`config.mk`:
```
export PLATFORM = sky130hd
export DESIGN_NAME = touch_position_calibrator_unit
export DESIGN_NICKNAME = d
export VERILOG_FILES = /design/src/tpc_pkg.sv /design/src/touch_position_calibrator_unit.sv /design/src/tpc_serial_div.sv
export VERILOG_INCLUDE_DIRS = /design/src /design/src/src
export SDC_FILE = /design/constraint.sdc
export NUM_CORES = 1
export LEC_CHECK = 0
export BUFFER_PORTS_ARGS = -buffer_cell sky130_fd_sc_hd__buf_2
export CAP_MARGIN = 5
export CORE_ASPECT_RATIO = 1.5
export CORE_MARGIN = 2
export CORE_UTILIZATION = 51
export CTS_CLUSTER_SIZE = 40
export DETAILED_ROUTE_END_ITERATION = 7
export PLACE_DENSITY = 0.68
export SYNTH_ARGS = -nofsm -noshare
export SYNTH_HDL_FRONTEND = slang
export SYNTH_SLANG_ARGS = --single-unit
```
`constraint.sdc`:
```
create_clock -name clock -period 6 [get_ports clock]
set_input_delay 0.6 -clock clock [delete_from_list [all_inputs] [get_ports clock]]
set_output_delay 0.6 -clock clock [all_outputs]
set_load 0.02 [all_outputs]
```
`src/assert_macros.svh`:
```
// Assertion macros used by the calibrator top level.
`ifndef ASSERT_MACROS_SVH
`define ASSERT_MACROS_SVH

// expr must hold at every clock edge outside reset
`define ASSERT_ALWAYS(label, clk, rst, expr, msg) \
   label: assert property (@(posedge clk) disable iff (rst) (expr)) else $error(msg);

// cons must hold in the same cycle as ante
`define ASSERT_IMPLIES(label, clk, rst, ante, cons, msg) \
   label: assert property (@(posedge clk) disable iff (rst) (ante) |-> (cons)) else $error(msg);

// cons must hold in the cycle after ante
`define ASSERT_NEXT(label, clk, rst, ante, cons, msg) \
   label: assert property (@(posedge clk) disable iff (rst) (ante) |=> (cons)) else $error(msg);

`endif

```
`src/tpc_pkg.sv`:
```
// Types and constants of the touch position calibrator.
package tpc_pkg;

   localparam int POS_W      = 16;
   localparam int DIM_W      = 12;
   localparam int ACT_W      = 2;
   localparam int CSR_IDX_W  = 2;
   localparam int CSR_DATA_W = 12;

   localparam logic [ACT_W-1:0] ACT_READ = 2'd0;
   localparam logic [ACT_W-1:0] ACT_LOW  = 2'd1;
   localparam logic [ACT_W-1:0] ACT_HIGH = 2'd2;

   localparam logic [CSR_IDX_W-1:0] CSR_APPLY  = 2'd0;
   localparam logic [CSR_IDX_W-1:0] CSR_WIDTH  = 2'd1;
   localparam logic [CSR_IDX_W-1:0] CSR_HEIGHT = 2'd2;

   localparam logic [POS_W-1:0] BOUND_MAX      = 16'hffff;
   localparam logic [POS_W-1:0] OFFSET_X_RESET = 16'd6648;
   localparam logic [POS_W-1:0] OFFSET_Y_RESET = 16'd6689;
   localparam logic [POS_W-1:0] SCALE_X_RESET  = 16'd209;
   localparam logic [POS_W-1:0] SCALE_Y_RESET  = 16'd159;
   localparam logic [DIM_W-1:0] WIDTH_RESET    = 12'd240;
   localparam logic [DIM_W-1:0] HEIGHT_RESET   = 12'd320;

   typedef struct packed {
      logic [ACT_W-1:0] action;
      logic             pen_up;
      logic [POS_W-1:0] raw_x;
      logic [POS_W-1:0] raw_y;
   } req_type;

   typedef struct packed {
      logic             touched;
      logic [POS_W-1:0] pos_x;
      logic [POS_W-1:0] pos_y;
      logic             calib_done;
   } rsp_type;

   typedef enum logic [1:0] {
      ST_IDLE,
      ST_MAP,
      ST_SCALE,
      ST_HOLD
   } state_type;

endpackage

```
`src/touch_position_calibrator_unit.sv`:
```
// Top level of the touch position calibrator: two-point calibration and mapping.
//
//   channel   direction  handshake               word
//   req_      in         req_valid / req_stall   req_type sample
//   rsp_      out        rsp_valid / rsp_stall   rsp_type result
//   csr_      in         csr_wen                 index and 12-bit data
//
// A pen-up sample bypasses the dividers; a pressed sample runs the X and Y serial
// dividers, 16 steps each, once for the position, and the sample that commits a
// high corner runs them once more for the scale.
// Reset is synchronous and restores the default offsets, scales and screen size.
// A result waits in the output register while the next sample is taken.
// rsp_stall holds only the final load of the output register.
`include "assert_macros.svh"

module touch_position_calibrator_unit #(
   parameter int CALIB_SAMPLES = 8,
   parameter int ADC_BITS      = 16
) (
   input  logic                           clock,
   input  logic                           reset,
   input  logic                           req_valid,
   output logic                           req_stall,
   input  tpc_pkg::req_type               req_payload,
   output logic                           rsp_valid,
   input  logic                           rsp_stall,
   output tpc_pkg::rsp_type               rsp_payload,
   input  logic                           csr_wen,
   input  logic [tpc_pkg::CSR_IDX_W-1:0]  csr_index,
   input  logic [tpc_pkg::CSR_DATA_W-1:0] csr_wdata
);
   import tpc_pkg::*;

   localparam logic [POS_W-1:0] ADC_MASK = POS_W'((32'd1 << ADC_BITS) - 32'd1);
   localparam int               CNT_W    = $clog2(CALIB_SAMPLES + 1);
   localparam logic [CNT_W:0]   SAMPLES_C = (CNT_W + 1)'(CALIB_SAMPLES);

   state_type state_ff, state_in;

   logic             apply_ff;
   logic [DIM_W-1:0] width_ff, height_ff;
   logic [POS_W-1:0] offset_x_ff, offset_y_ff;
   logic [POS_W-1:0] scale_x_ff, scale_y_ff;
   logic [POS_W-1:0] bound_x_ff, bound_y_ff;
   logic [CNT_W-1:0] count_ff;
   logic             phase_high_ff;
   logic             commit_high_ff;
   logic             rsp_valid_ff;
   rsp_type          rsp_ff;

   logic             touched_ff, calib_done_ff, map_apply_ff;
   logic             below_x_ff, below_y_ff;
   logic [POS_W-1:0] raw_x_ff, raw_y_ff;
   logic [POS_W-1:0] pos_x_ff, pos_y_ff;

   logic             accept, pressed, is_calib, is_high, restart, commit;
   logic [POS_W-1:0] raw_x_m, raw_y_m;
   logic [POS_W-1:0] base_x, base_y, new_x, new_y;
   logic [CNT_W:0]   cnt_next;

   logic             div_start, map_load, scale_load, out_load;
   logic [POS_W-1:0] dividend_x, dividend_y, divisor_x, divisor_y;
   logic [POS_W-1:0] quo_x, quo_y;
   logic             div_done_x, div_done_y;

   assign accept  = req_valid && !req_stall;
   assign pressed = !req_payload.pen_up;
   assign raw_x_m = req_payload.raw_x & ADC_MASK;
   assign raw_y_m = req_payload.raw_y & ADC_MASK;

   always_comb begin
      is_calib = 1'b0;
      is_high  = 1'b0;
      unique case (req_payload.action)
         ACT_LOW: begin
            is_calib = 1'b1;
         end
         ACT_HIGH: begin
            is_calib = 1'b1;
            is_high  = 1'b1;
         end
         default: begin
            is_calib = 1'b0;
         end
      endcase
   end

   // restart the phase when idle or when the other corner shows up
   always_comb begin
      restart  = (count_ff == '0) || (phase_high_ff != is_high);
      base_x   = restart ? (is_high ? '0 : BOUND_MAX) : bound_x_ff;
      base_y   = restart ? (is_high ? '0 : BOUND_MAX) : bound_y_ff;
      if (is_high) begin
         new_x = (raw_x_m > base_x) ? raw_x_m : base_x;
         new_y = (raw_y_m > base_y) ? raw_y_m : base_y;
      end else begin
         new_x = (raw_x_m < base_x) ? raw_x_m : base_x;
         new_y = (raw_y_m < base_y) ? raw_y_m : base_y;
      end
      cnt_next = {1'b0, (restart ? {CNT_W{1'b0}} : count_ff)} + 1'b1;
      commit   = cnt_next >= SAMPLES_C;
   end

   // divider operands: position mapping on accept, scale derivation afterwards
   always_comb begin
      if (state_ff == ST_IDLE) begin
         dividend_x = raw_x_m - offset_x_ff;
         dividend_y = raw_y_m - offset_y_ff;
         divisor_x  = (scale_x_ff == '0) ? POS_W'(1) : scale_x_ff;
         divisor_y  = (scale_y_ff == '0) ? POS_W'(1) : scale_y_ff;
      end else begin
         dividend_x = (bound_x_ff > offset_x_ff) ? bound_x_ff - offset_x_ff : '0;
         dividend_y = (bound_y_ff > offset_y_ff) ? bound_y_ff - offset_y_ff : '0;
         divisor_x  = {{(POS_W - DIM_W){1'b0}},
                       ((width_ff == '0) ? DIM_W'(1) : width_ff)};
         divisor_y  = {{(POS_W - DIM_W){1'b0}},
                       ((height_ff == '0) ? DIM_W'(1) : height_ff)};
      end
   end

   tpc_serial_div u_div_x (
      .clock    (clock),
      .reset    (reset),
      .start    (div_start),
      .dividend (dividend_x),
      .divisor  (divisor_x),
      .quotient (quo_x),
      .done     (div_done_x)
   );

   tpc_serial_div u_div_y (
      .clock    (clock),
      .reset    (reset),
      .start    (div_start),
      .dividend (dividend_y),
      .divisor  (divisor_y),
      .quotient (quo_y),
      .done     (div_done_y)
   );

   always_comb begin
      state_in = state_ff;
      unique case (state_ff)
         ST_IDLE: begin
            if (req_valid) begin
               state_in = pressed ? ST_MAP : ST_HOLD;
            end
         end
         ST_MAP: begin
            if (div_done_x) begin
               state_in = commit_high_ff ? ST_SCALE : ST_HOLD;
            end
         end
         ST_SCALE: begin
            if (div_done_x) begin
               state_in = ST_HOLD;
            end
         end
         ST_HOLD: begin
            if (!rsp_valid_ff || !rsp_stall) begin
               state_in = ST_IDLE;
            end
         end
         default: begin
            state_in = ST_IDLE;
         end
      endcase
   end

   always_comb begin
      req_stall  = 1'b1;
      div_start  = 1'b0;
      map_load   = 1'b0;
      scale_load = 1'b0;
      out_load   = 1'b0;
      unique case (state_ff)
         ST_IDLE: begin
            req_stall = 1'b0;
            div_start = req_valid && pressed;
         end
         ST_MAP: begin
            map_load  = div_done_x;
            div_start = div_done_x && commit_high_ff;
         end
         ST_SCALE: begin
            scale_load = div_done_x;
         end
         ST_HOLD: begin
            out_load = !rsp_valid_ff || !rsp_stall;
         end
         default: begin
            req_stall = 1'b1;
         end
      endcase
   end

   always_ff @(posedge clock) begin
      if (reset) begin
         state_ff       <= ST_IDLE;
         apply_ff       <= 1'b1;
         width_ff       <= WIDTH_RESET;
         height_ff      <= HEIGHT_RESET;
         offset_x_ff    <= OFFSET_X_RESET;
         offset_y_ff    <= OFFSET_Y_RESET;
         scale_x_ff     <= SCALE_X_RESET;
         scale_y_ff     <= SCALE_Y_RESET;
         bound_x_ff     <= BOUND_MAX;
         bound_y_ff     <= BOUND_MAX;
         count_ff       <= '0;
         phase_high_ff  <= 1'b0;
         commit_high_ff <= 1'b0;
         rsp_valid_ff   <= 1'b0;
      end else begin
         state_ff <= state_in;
         if (csr_wen) begin
            unique case (csr_index)
               CSR_APPLY:  apply_ff  <= csr_wdata[0];
               CSR_WIDTH:  width_ff  <= csr_wdata[DIM_W-1:0];
               CSR_HEIGHT: height_ff <= csr_wdata[DIM_W-1:0];
               default:    ;
            endcase
         end
         if (accept) begin
            commit_high_ff <= pressed && is_calib && commit && is_high;
            if (pressed && is_calib) begin
               phase_high_ff <= is_high;
               bound_x_ff    <= new_x;
               bound_y_ff    <= new_y;
               count_ff      <= commit ? '0 : cnt_next[CNT_W-1:0];
               if (commit && !is_high) begin
                  offset_x_ff <= new_x;
                  offset_y_ff <= new_y;
               end
            end
         end
         if (scale_load) begin
            scale_x_ff <= (quo_x == '0) ? POS_W'(1) : quo_x;
            scale_y_ff <= (quo_y == '0) ? POS_W'(1) : quo_y;
            apply_ff   <= 1'b1;
         end
         if (out_load) begin
            rsp_valid_ff <= 1'b1;
         end else if (!rsp_stall) begin
            rsp_valid_ff <= 1'b0;
         end
      end
   end

   always_ff @(posedge clock) begin
      if (accept) begin
         touched_ff    <= pressed;
         calib_done_ff <= pressed && is_calib && commit;
         map_apply_ff  <= apply_ff;
         raw_x_ff      <= raw_x_m;
         raw_y_ff      <= raw_y_m;
         below_x_ff    <= raw_x_m < offset_x_ff;
         below_y_ff    <= raw_y_m < offset_y_ff;
         pos_x_ff      <= '0;
         pos_y_ff      <= '0;
      end
      // floor at zero below the offset, pass raw when mapping is off
      if (map_load) begin
         pos_x_ff <= !map_apply_ff ? raw_x_ff : (below_x_ff ? '0 : quo_x);
         pos_y_ff <= !map_apply_ff ? raw_y_ff : (below_y_ff ? '0 : quo_y);
      end
      if (out_load) begin
         rsp_ff.touched    <= touched_ff;
         rsp_ff.pos_x      <= pos_x_ff;
         rsp_ff.pos_y      <= pos_y_ff;
         rsp_ff.calib_done <= calib_done_ff;
      end
   end

   assign rsp_valid   = rsp_valid_ff;
   assign rsp_payload = rsp_ff;

   `ASSERT_ALWAYS(a_div_lockstep, clock, reset, div_done_x == div_done_y, "dividers out of step")
   `ASSERT_NEXT(a_accept_busy, clock, reset, req_valid && !req_stall, state_ff != ST_IDLE, "accept left block idle")
   `ASSERT_IMPLIES(a_scale_nonzero, clock, reset, state_ff == ST_IDLE, scale_x_ff != '0 && scale_y_ff != '0, "zero scale stored")

endmodule

```
`src/tpc_serial_div.sv`:
```
// Restoring divider that produces one quotient bit per cycle.
module tpc_serial_div (
   input  logic                      clock,
   input  logic                      reset,
   input  logic                      start,
   input  logic [tpc_pkg::POS_W-1:0] dividend,
   input  logic [tpc_pkg::POS_W-1:0] divisor,
   output logic [tpc_pkg::POS_W-1:0] quotient,
   output logic                      done
);
   import tpc_pkg::*;

   localparam int CNT_W = $clog2(POS_W);

   logic [POS_W-1:0] rem_ff, rem_in;
   logic [POS_W-1:0] quo_ff, quo_in;
   logic [POS_W-1:0] div_ff;
   logic [CNT_W-1:0] cnt_ff;
   logic             busy_ff;
   logic             done_ff;
   logic [POS_W:0]   trial;
   logic [POS_W:0]   diff;
   logic             fits;

   // shift the next dividend bit into the partial remainder
   always_comb begin
      trial  = {rem_ff, quo_ff[POS_W-1]};
      diff   = trial - {1'b0, div_ff};
      fits   = trial >= {1'b0, div_ff};
      rem_in = fits ? diff[POS_W-1:0] : trial[POS_W-1:0];
      quo_in = {quo_ff[POS_W-2:0], fits};
   end

   always_ff @(posedge clock) begin
      if (reset) begin
         busy_ff <= 1'b0;
         done_ff <= 1'b0;
         cnt_ff  <= '0;
      end else begin
         done_ff <= busy_ff && (cnt_ff == '0);
         if (start) begin
            busy_ff <= 1'b1;
            cnt_ff  <= CNT_W'(POS_W - 1);
         end else if (busy_ff) begin
            cnt_ff <= cnt_ff - 1'b1;
            if (cnt_ff == '0) begin
               busy_ff <= 1'b0;
            end
         end
      end
   end

   always_ff @(posedge clock) begin
      if (start) begin
         rem_ff <= '0;
         quo_ff <= dividend;
         div_ff <= divisor;
      end else if (busy_ff) begin
         rem_ff <= rem_in;
         quo_ff <= quo_in;
      end
   end

   assign quotient = quo_ff;
   assign done     = done_ff;

endmodule

```
# Word level (Yosys, flattened, before mapping)

Cells that the tools add are included.

Register bits: 340
Input port bits: 54
Output and inout port bits: 36
Word-level logic and storage cells: 174

Add/subtract/negate cells: 9
Order comparisons: 11
Equal/unequal tests: 13
Mux-type cells: 62
Bitwise gates (word level): 1
Reductions and logical operators: 38

Operators by type and width:

| cell                                                              | count |
|---|---|
| two-way mux 16 bit                                                | 28 |
| subtractor 16 bit                                                 | 6 |
| two-way mux 12 bit                                                | 6 |
| > comparator 16 bit                                               | 4 |
| zero test 16 bit                                                  | 4 |
| less-than comparator 16 bit                                       | 4 |
| greater-or-equal comparator 17 x 16 -> 1 bit                      | 2 |
| zero test 12 bit                                                  | 2 |
| two-way mux 4 bit                                                 | 6 |
| two-way mux 1 bit                                                 | 15 |
| zero test 4 bit                                                   | 3 |
| two-way mux 2 bit                                                 | 5 |
| == test 2 bit, second input constant                              | 4 |
| logical AND 1 bit                                                 | 8 |
| case mux 2 bit (4 select lines)                                   | 1 |
| AND reduction 2 bit                                               | 4 |
| OR reduction 2 bit                                                | 4 |
| subtractor 4 x 1 -> 4 bit, second input constant                  | 2 |
| == test 2 x 1 -> 1 bit, second input constant                     | 3 |
| != test 2 x 1 -> 1 bit, second input constant                     | 3 |
| nonzero test 2 bit                                                | 3 |
| adder 4 x 1 -> 5 bit, second input constant                       | 1 |
| greater-or-equal comparator 5 x 4 -> 1 bit, second input constant | 1 |
| zero test 1 bit                                                   | 4 |
| other kinds (8)                                                   | 11 |

# Longest topological paths before layout

Gate-level depths: netlist of the first run.

Depth after elaboration: 9
Mapped depth: 22
Gate-level depth less buffers: 16

# Cells and area by module

A second synthesis of the first run with hierarchy kept.

Cell total of the unflattened synthesis: 1,963
Area, all modules: 19,616.3 um2

By module, submodules not included:

| module                         | instances | cells an instance | area an instance (um2) | seq. area each (um2) |
|---|---|---|---|---|
| touch_position_calibrator_unit | 1         | 1,415             | 13,570.5               | 5,695.5 |
| tpc_serial_div                 | 2         | 274               | 3,022.9                | 1,401.3 |

# Worst setup path after synthesis of the first run

OpenSTA, ideal clock, no wires.

Kind: input to register
Start point: input port req_payload[33] (netlist name)
End point: register offset_x_ff[8]
Setup time: 0.073 ns
Data arrival time: 4.434 ns
Data required time: 5.927 ns
Setup slack: 1.492 ns
Cell stages on the path: 20
Buffers on the path: 5
Path through: inv_1 > ha_1 > buf_2 > xnor2_2 > o41a_1 > clkbuf_1 > clkbuf_1 > clkbuf_1 > a21oi_1 > ha_1 > nor2b_1 > o21a_1 > o21ai_0 > a211oi_2 > nor3b_2 > o21ai_4 > o21ai_1 > buf_2 > mux2_4 > o211ai_2

Word-level cells in the longest chain between the ends: 9
Elaborated cells between the ends (all ways): 21
Classes of those cells: 1 x add/sub; 3 x order compare; 3 x eq/ne; 8 x mux; 6 x reduce/logical

Ends and longest elaborated chain:

| item                                       | RTL line                              | RTL |
|---|---|---|
| from (decl)                                | touch_position_calibrator_unit.sv:24  | `input tpc_pkg::req_type req_payload,` |
| == test 2 bit *                            | touch_position_calibrator_unit.sv:74  | `unique case (req_payload.action)` |
| two-way mux 1 bit *                        | touch_position_calibrator_unit.sv:74  |  |
| via is_high                                | touch_position_calibrator_unit.sv:56  | `logic accept, pressed, is_calib, is_high, restart, commit;` |
| != test 1 bit                              | touch_position_calibrator_unit.sv:90  | `restart = (count_ff == '0) \|\| (phase_high_ff != is_high);` |
| logical OR 1 bit                           | touch_position_calibrator_unit.sv:90  |  |
| two-way mux 4 bit                          | touch_position_calibrator_unit.sv:100 | `cnt_next = {1'b0, (restart ? {CNT_W{1'b0}} : count_ff)} + 1'b1;` |
| adder 4 x 1 -> 5 bit                       | touch_position_calibrator_unit.sv:100 |  |
| greater-or-equal comparator 5 x 4 -> 1 bit | touch_position_calibrator_unit.sv:101 | `commit = cnt_next >= SAMPLES_C;` |
| logical AND 1 bit                          | touch_position_calibrator_unit.sv:230 | `if (commit && !is_high) begin` |
| AND reduction 3 bit (no source line)       | --                                    |  |
| to (signal assigned)                       | touch_position_calibrator_unit.sv:231 | `offset_x_ff <= new_x;` |
| to (decl)                                  | touch_position_calibrator_unit.sv:42  | `logic [POS_W-1:0] offset_x_ff, offset_y_ff;` |

Mark *: on every way through the listed nets, which the timed path passes. The rest lies on a longest branch.
A chain may end at the register's enable or synchronous reset.

# Final worst setup path of the first run

Start point: input port req_payload[33] (netlist name)
End point: register offset_x_ff[4]

The elaborated chain is that of the path after synthesis.

==> run_results.csv, run 1 <==
group,metric,value,unit
outcome,status,"complete, no violations",
die,core_area,0.0376,mm²
grt,grt_start_max_net_pins,68,
sta,finalSetupTns,0,ns
min_path,hold_path_class,"in -> reg",
cells_and_area,fin_util,57.0,%
synth,ys_top_cells_by_area,"edfxtp_1, dfxtp_1, ha_1",
synth,syn_nets,2231,
grt,grt_pass1_wl,78100,µm
power_and_ir_drop,p_seq_share,39.1,%
synth,ys.flop_type,"dfxtp_1",
die,io_pins,90,
grt,antenna_found_initial,0,
critical_path,crit_type,"in -> reg",
cells_and_area,final_cell_area,0.0214,mm²
sta,worst_slew_pin_slew,1.14,ns
cells_and_area,drive_gt1_share,10.7,%
cells_and_area,final_common_cell,"a21oi_1",
power_and_ir_drop,netSwitchingFraction,34.5,%
clock_network,htreeDepth,2,
synth,ys_seq_area_share,43.7,%
route,viasPerCell,5.99,
die,die_w,163,µm
clock_network,clock_latency,0.54,ns
critical_path,crit_path_max_fanout,38,
cells_and_area,antenna_cells,0,
cells_and_area,layout_common_cells,"a21oi_1, dfxtp_1, edfxtp_1",
power_and_ir_drop,p_comb_share,32.6,%
synth,synthCells,2034,
synth,synth_seq_cells,340,
route,first_iter_violations,941,
synth,synth-edff-count,167,
critical_path,arrival,4.78,ns
die,die_h,243,µm
power_and_ir_drop,p_per_area,382,mW/mm²
sta,rsz0062_at_grt,"false",
sta,hold_viol,0,
clock_network,cts.sinks,340,
place,dpl.hpwl,35800,µm
die,rows,87,
cells_and_area,area_delta_synth_final,10.5,%
route,routed_wl,48400,µm
power_and_ir_drop,p_switching,2820,µW
sta,setup_viol_count_final,0,
place,placed_cell_area,0.0202,mm²
clock_network,post_cts_buffers,0,
sta,timing.final.max_slew_violations,0,
critical_path,end_kind,"flip-flop",
sta,fmax,0.232,GHz
route,drc,0,
grt,grt_pass1_vias,15500,
synth,synth.distinct_cells,85,
sta,period_share,71.9,%
die,initial_core_util,51.6,%
clock_network,cts_buffers,36,
power_and_ir_drop,max-vdd-ir-drop,281,µV
route,num_vias,15500,
die,dieArea,0.0396,mm²
route,dr.pass1.iters,5,
synth,synth_top_area_cell,"edfxtp_1",
route,postRouteAntennaNets,0,
synth,avgSynthCellArea,9.53,µm²
clock_network,cts_tree,"yes",
clock_network,clockBufferDepth,3,
clock_network,cts_hold_buf,0,
synth,yosysWarnings,0,
critical_path,cp.required,6.46,ns
place,io_buffers,89,
sta,relSlewSlack,23.7,%
synth,synthesis.area,0.0194,mm²
clock_network,post_cts_resize_count,0,
power_and_ir_drop,pwr-share-clk,28.3,%
sta,finalClockSkew,0.0191,ns
critical_path,startpoint_type,"input pin",
grt,grt-ovfl-total,0,
clock_network,root_buffer,"clkbuf_16",
power_and_ir_drop,leakagePower,0.00837,µW
grt,grt_util_all_layers,24.4,%
clock_network,cts.clk_slew.worst_paths,0.06,ns
power_and_ir_drop,p_int,5350,µW
run,maxCapViolations,0,
sta,min_period,4.31,ns
cells_and_area,nets,2272,
synth,postSynth.asyncResetShare,0,%
synth,synth_top_area_share,25.9,%
route,wl_per_cell,18.7,µm
place,place_congestion,0.914,
==> metrics by stage <==
step / hold slack (ns) / worst slack [ns] / std cells / power, µW
after floorplan: 0.400 / 1.49 / 2034 / 5220
after global placement: 0.405 / 1.35 / 2526 / 5810
after detailed placement: 0.405 / 1.20 / 2526 / 5890
after CTS: 0.300 / 1.74 / 2592 / 8210
after global routing: 0.316 / 1.30 / 2592 / 8650
final: 0.323 / 1.69 / 2592 / 8170
==> cells in the mapped netlist (all sizes together) (19+ instances only) <==
master,number
nand3,54
nand3b,42
edfxtp,167
xnor2,51
inv,117
o21a,19
buf,26
o21ai,86
dfxtp,173
a221oi,23
nand2,127
a21o,39
nor4,26
a211oi,19
ha,137
nand2b,45
nor3,33
clkbuf,81
xor2,27
mux2,22
a22o,30
nor2,157
nand4,36
a21oi,240
mux2i,27
o211ai,19
==> metal layers <==
| layer | GRT usage [%] | wire length, µm | up-vias |
|---|---|---|---|
| met5 | 0 | 0 | - |
| met2 | 43.6 | 24500 | 429 |
| li1 | - | - | 7583 |
| met4 | 11.6 | 2100 | 0 |
| met1 | 28.5 | 19800 | 7362 |
| met3 | 3.16 | 2000 | 153 |
==> worst paths after layout <==
check                                      from         endpoint  slack [ns]  cells past startpoint
worst min-delay path               csr_wdata[1]     height_ff[1]        0.32                      3
worst max-delay path            req_payload[33]   offset_x_ff[4]        1.69                     17
worst max register to register    phase_high_ff   offset_x_ff[4]        1.73                     14
worst min register to register      pos_x_ff[0]  rsp_payload[17]        0.42                      0
==> sequential cells by signal, summed over array words and instances, names as in the netlist, 12 cells and up <==
signal,flops
rsp_payload,34
bound_x_ff,16
bound_y_ff,16
offset_x_ff,16
offset_y_ff,16
pos_x_ff,16
pos_y_ff,16
raw_x_ff,16
raw_y_ff,16
scale_x_ff,16
scale_y_ff,16
u_div_x.div_ff,16
u_div_x.quotient,16
u_div_x.rem_ff,16
u_div_y.div_ff,16
u_div_y.quotient,16
u_div_y.rem_ff,16
height_ff,12
width_ff,12
==> kinds of logic after synthesis <==
group	after synthesis	share of synthesized area, %
muxes	49	2.69
DFF	340	43.7
xor gates and xnor gates	78	3.56
AOI/OAI and AO/OA	592	20.1
adders and majority gates	143	9.46
buffers and inverters	225	4.56
and+or+nand+nor	607	15.9
==> cell type report <==
cell class	count	area, µm²
fillers	3332	16100
clock buffers	45	966
multi-input cells	1469	10100
repair buffers	110	603
well taps	489	612
clock inverters	21	254
flip-flops and latches	340	8480
inverters	118	443
==> power groups by stage <==
stage | clock (µW) | sequential, µW | combinational (µW)
6_report | 2310 | 3200 | 2660
4_1_cts | 2360 | 3190 | 2660
3_3_place_gp | 0 | 3230 | 2580
3_5_place_dp | 0 | 3240 | 2640
2_1_floorplan | 0 | 3170 | 2060
5_1_grt | 2450 | 3240 | 2970
==> worst max-delay path, stage by stage <==
cell,delay (ns)
buf_2,0.07
inv_1,0.03
ha_1,0.22
xnor2_2,0.29
o41a_1,0.25
buf_4,0.39
a21oi_1,0.13
ha_1,0.31
nor2b_1,0.14
o21a_1,0.15
o21ai_0,0.25
a211oi_2,0.14
nor3b_2,0.24
o21ai_4,0.21
o21ai_1,0.76
mux2_2,0.43
o211ai_1,0.16
Power figures use the tool's default switching activity.
==> inputs of run 2 (changes only) <==
==> constraint.sdc (replaced) <==
create_clock -name clock -period 4 [get_ports clock]
set_input_delay 0.4 -clock clock [delete_from_list [all_inputs] [get_ports clock]]
set_output_delay 0.4 -clock clock [all_outputs]
set_load 0.02 [all_outputs]
==> run_results.csv, run 2 (synthesized netlist as in run 1, its figures left out) <==
group,metric,value,unit
sta,worst_slew_pin_slew,1.14,ns
route,postRouteAntennaNets,0,
cells_and_area,fill_cells,3269,
power_and_ir_drop,max-vdd-ir-drop,416,µV
cells_and_area,final_common_cell,"a21oi_1",
place,dpl.hpwl,36300,µm
sta,period_share,91.4,%
grt,grt_pass1_wl,78300,µm
clock_network,clockBufferDepth,3,
critical_path,crit_path_max_fanout,33,
cells_and_area,antenna_cells,0,
cells_and_area,fin_cells,2601,
grt,antenna_found_initial,0,
power_and_ir_drop,p_total,12500,µW
critical_path,end_kind,"flip-flop",
die,core_area,0.0376,mm²
critical_path,startpoint_type,"flip-flop",
sta,hold_viol,0,
place,dp.cells,2537,
cells_and_area,fin_util,57.6,%
sta,finalSetupTns,0,ns
grt,grt-ovfl-total,0,
sta,timing.final.max_slew_violations,0,
min_path,hold_path_class,"in -> reg",
grt,grt_util_all_layers,24.4,%
sta,setup_viol_count_final,0,
die,rows,87,
cells_and_area,final_cell_area,0.0216,mm²
critical_path,crit_type,"reg -> reg",
cells_and_area,largest_register_ffs,34,
clock_network,root_buffer,"clkbuf_16",
route,wl_per_cell,18.6,µm
cells_and_area,drive_gt1_share,11.2,%
critical_path,arrival,4.12,ns
sta,rsz0062_at_grt,"false",
clock_network,cts.sinks,340,
die,io_pins,90,
sta,fmax,0.274,GHz
clock_network,htreeDepth,2,
die,dieArea,0.0396,mm²
grt,grt_start_max_net_pins,67,
route,first_iter_violations,946,
die,die_w,163,µm
cells_and_area,area_delta_synth_final,11.6,%
clock_network,cts_hold_buf,0,
clock_network,cts_tree,"yes",
clock_network,post_cts_resize_count,0,
route,drc,0,
clock_network,cts_buffers,35,
place,io_buffers,89,
sta,min_period,3.65,ns
grt,grt_pass1_vias,15600,
route,num_vias,15600,
run,maxCapViolations,0,
route,viasPerCell,5.99,
clock_network,post_cts_buffers,0,
place,placed_cell_area,0.0203,mm²
route,dr.pass1.iters,6,
cells_and_area,layout_common_cells,"a21oi_1, dfxtp_1, edfxtp_1",
power_and_ir_drop,leakagePower,0.00849,µW
die,initial_core_util,51.6,%
cells_and_area,seq_area,0.00848,mm²
sta,relSlewSlack,23.9,%
die,die_h,243,µm
place,place_congestion,0.890,
sta,finalClockSkew,0.0146,ns
route,routed_wl,48500,µm
cells_and_area,multi_input_area,0.0101,mm²
clock_network,clock_latency,0.55,ns
cells_and_area,nets,2282,
clock_network,cts.clk_slew.worst_paths,0.07,ns
power_and_ir_drop,p_per_area,579,mW/mm²
critical_path,cp.required,4.47,ns
outcome,status,"complete, no violations",
==> run 2: report_power, final <==
group	total [µW]	internal [µW]	switching, µW
clock network	3680	2260	1420
registers	4800	4390	412
logic	4050	1630	2410
==> run 2: metal layers <==
metal | global-route usage (%) | up-vias | wire length, µm
li1 | - | 7627 | -
met1 | 28.6 | 7387 | 19400
met2 | 43.9 | 423 | 24700
met3 | 3.30 | 146 | 2170
met4 | 11.0 | 0 | 2180
met5 | 0 | - | 0
==> run 2: final timing paths <==
kind | start | to | slack [ns] | cells after the start
setup / recovery | count_ff[3] | offset_x_ff[3] | 0.35 | 14
hold / removal | csr_wdata[2] | width_ff[2] | 0.11 | 3
setup reg to reg | count_ff[3] | offset_x_ff[3] | 0.35 | 14
hold reg to reg | pos_y_ff[8] | rsp_payload[9] | 0.42 | 0
==> run 2: area by class of cell <==
type | count | area share, %
multi-input cells | 1469 | 46.5
flip-flops and latches | 340 | 39.2
clock buffers | 41 | 4.30
repair buffers | 121 | 3.40
well taps | 489 | 2.83
inverters | 118 | 2.05
clock inverters | 23 | 1.68
==> run 2: worst max-delay path, stage by stage, from the launching register on <==
cell      delay, ns
dfxtp_1        0.35
o41a_1         0.49
nor2_2         0.15
buf_12         0.21
a21oi_1        0.07
ha_1           0.30
nor2b_1        0.14
o21a_1         0.16
o21ai_0        0.23
a211oi_2       0.12
or3_1          0.40
a21oi_2        0.43
a221o_1        0.23
o21ai_0        0.10
o21ai_0        0.17
==> run 2: per-stage QoR <==
stage,hold WS [ns],worst slack [ns]
4_1_cts,0.0912,0.375
3_5_place_dp,0.405,0.0129
6_report,0.108,0.345
5_1_grt,0.118,0.108
2_1_floorplan,0.400,0.00501
3_3_place_gp,0.404,0.161
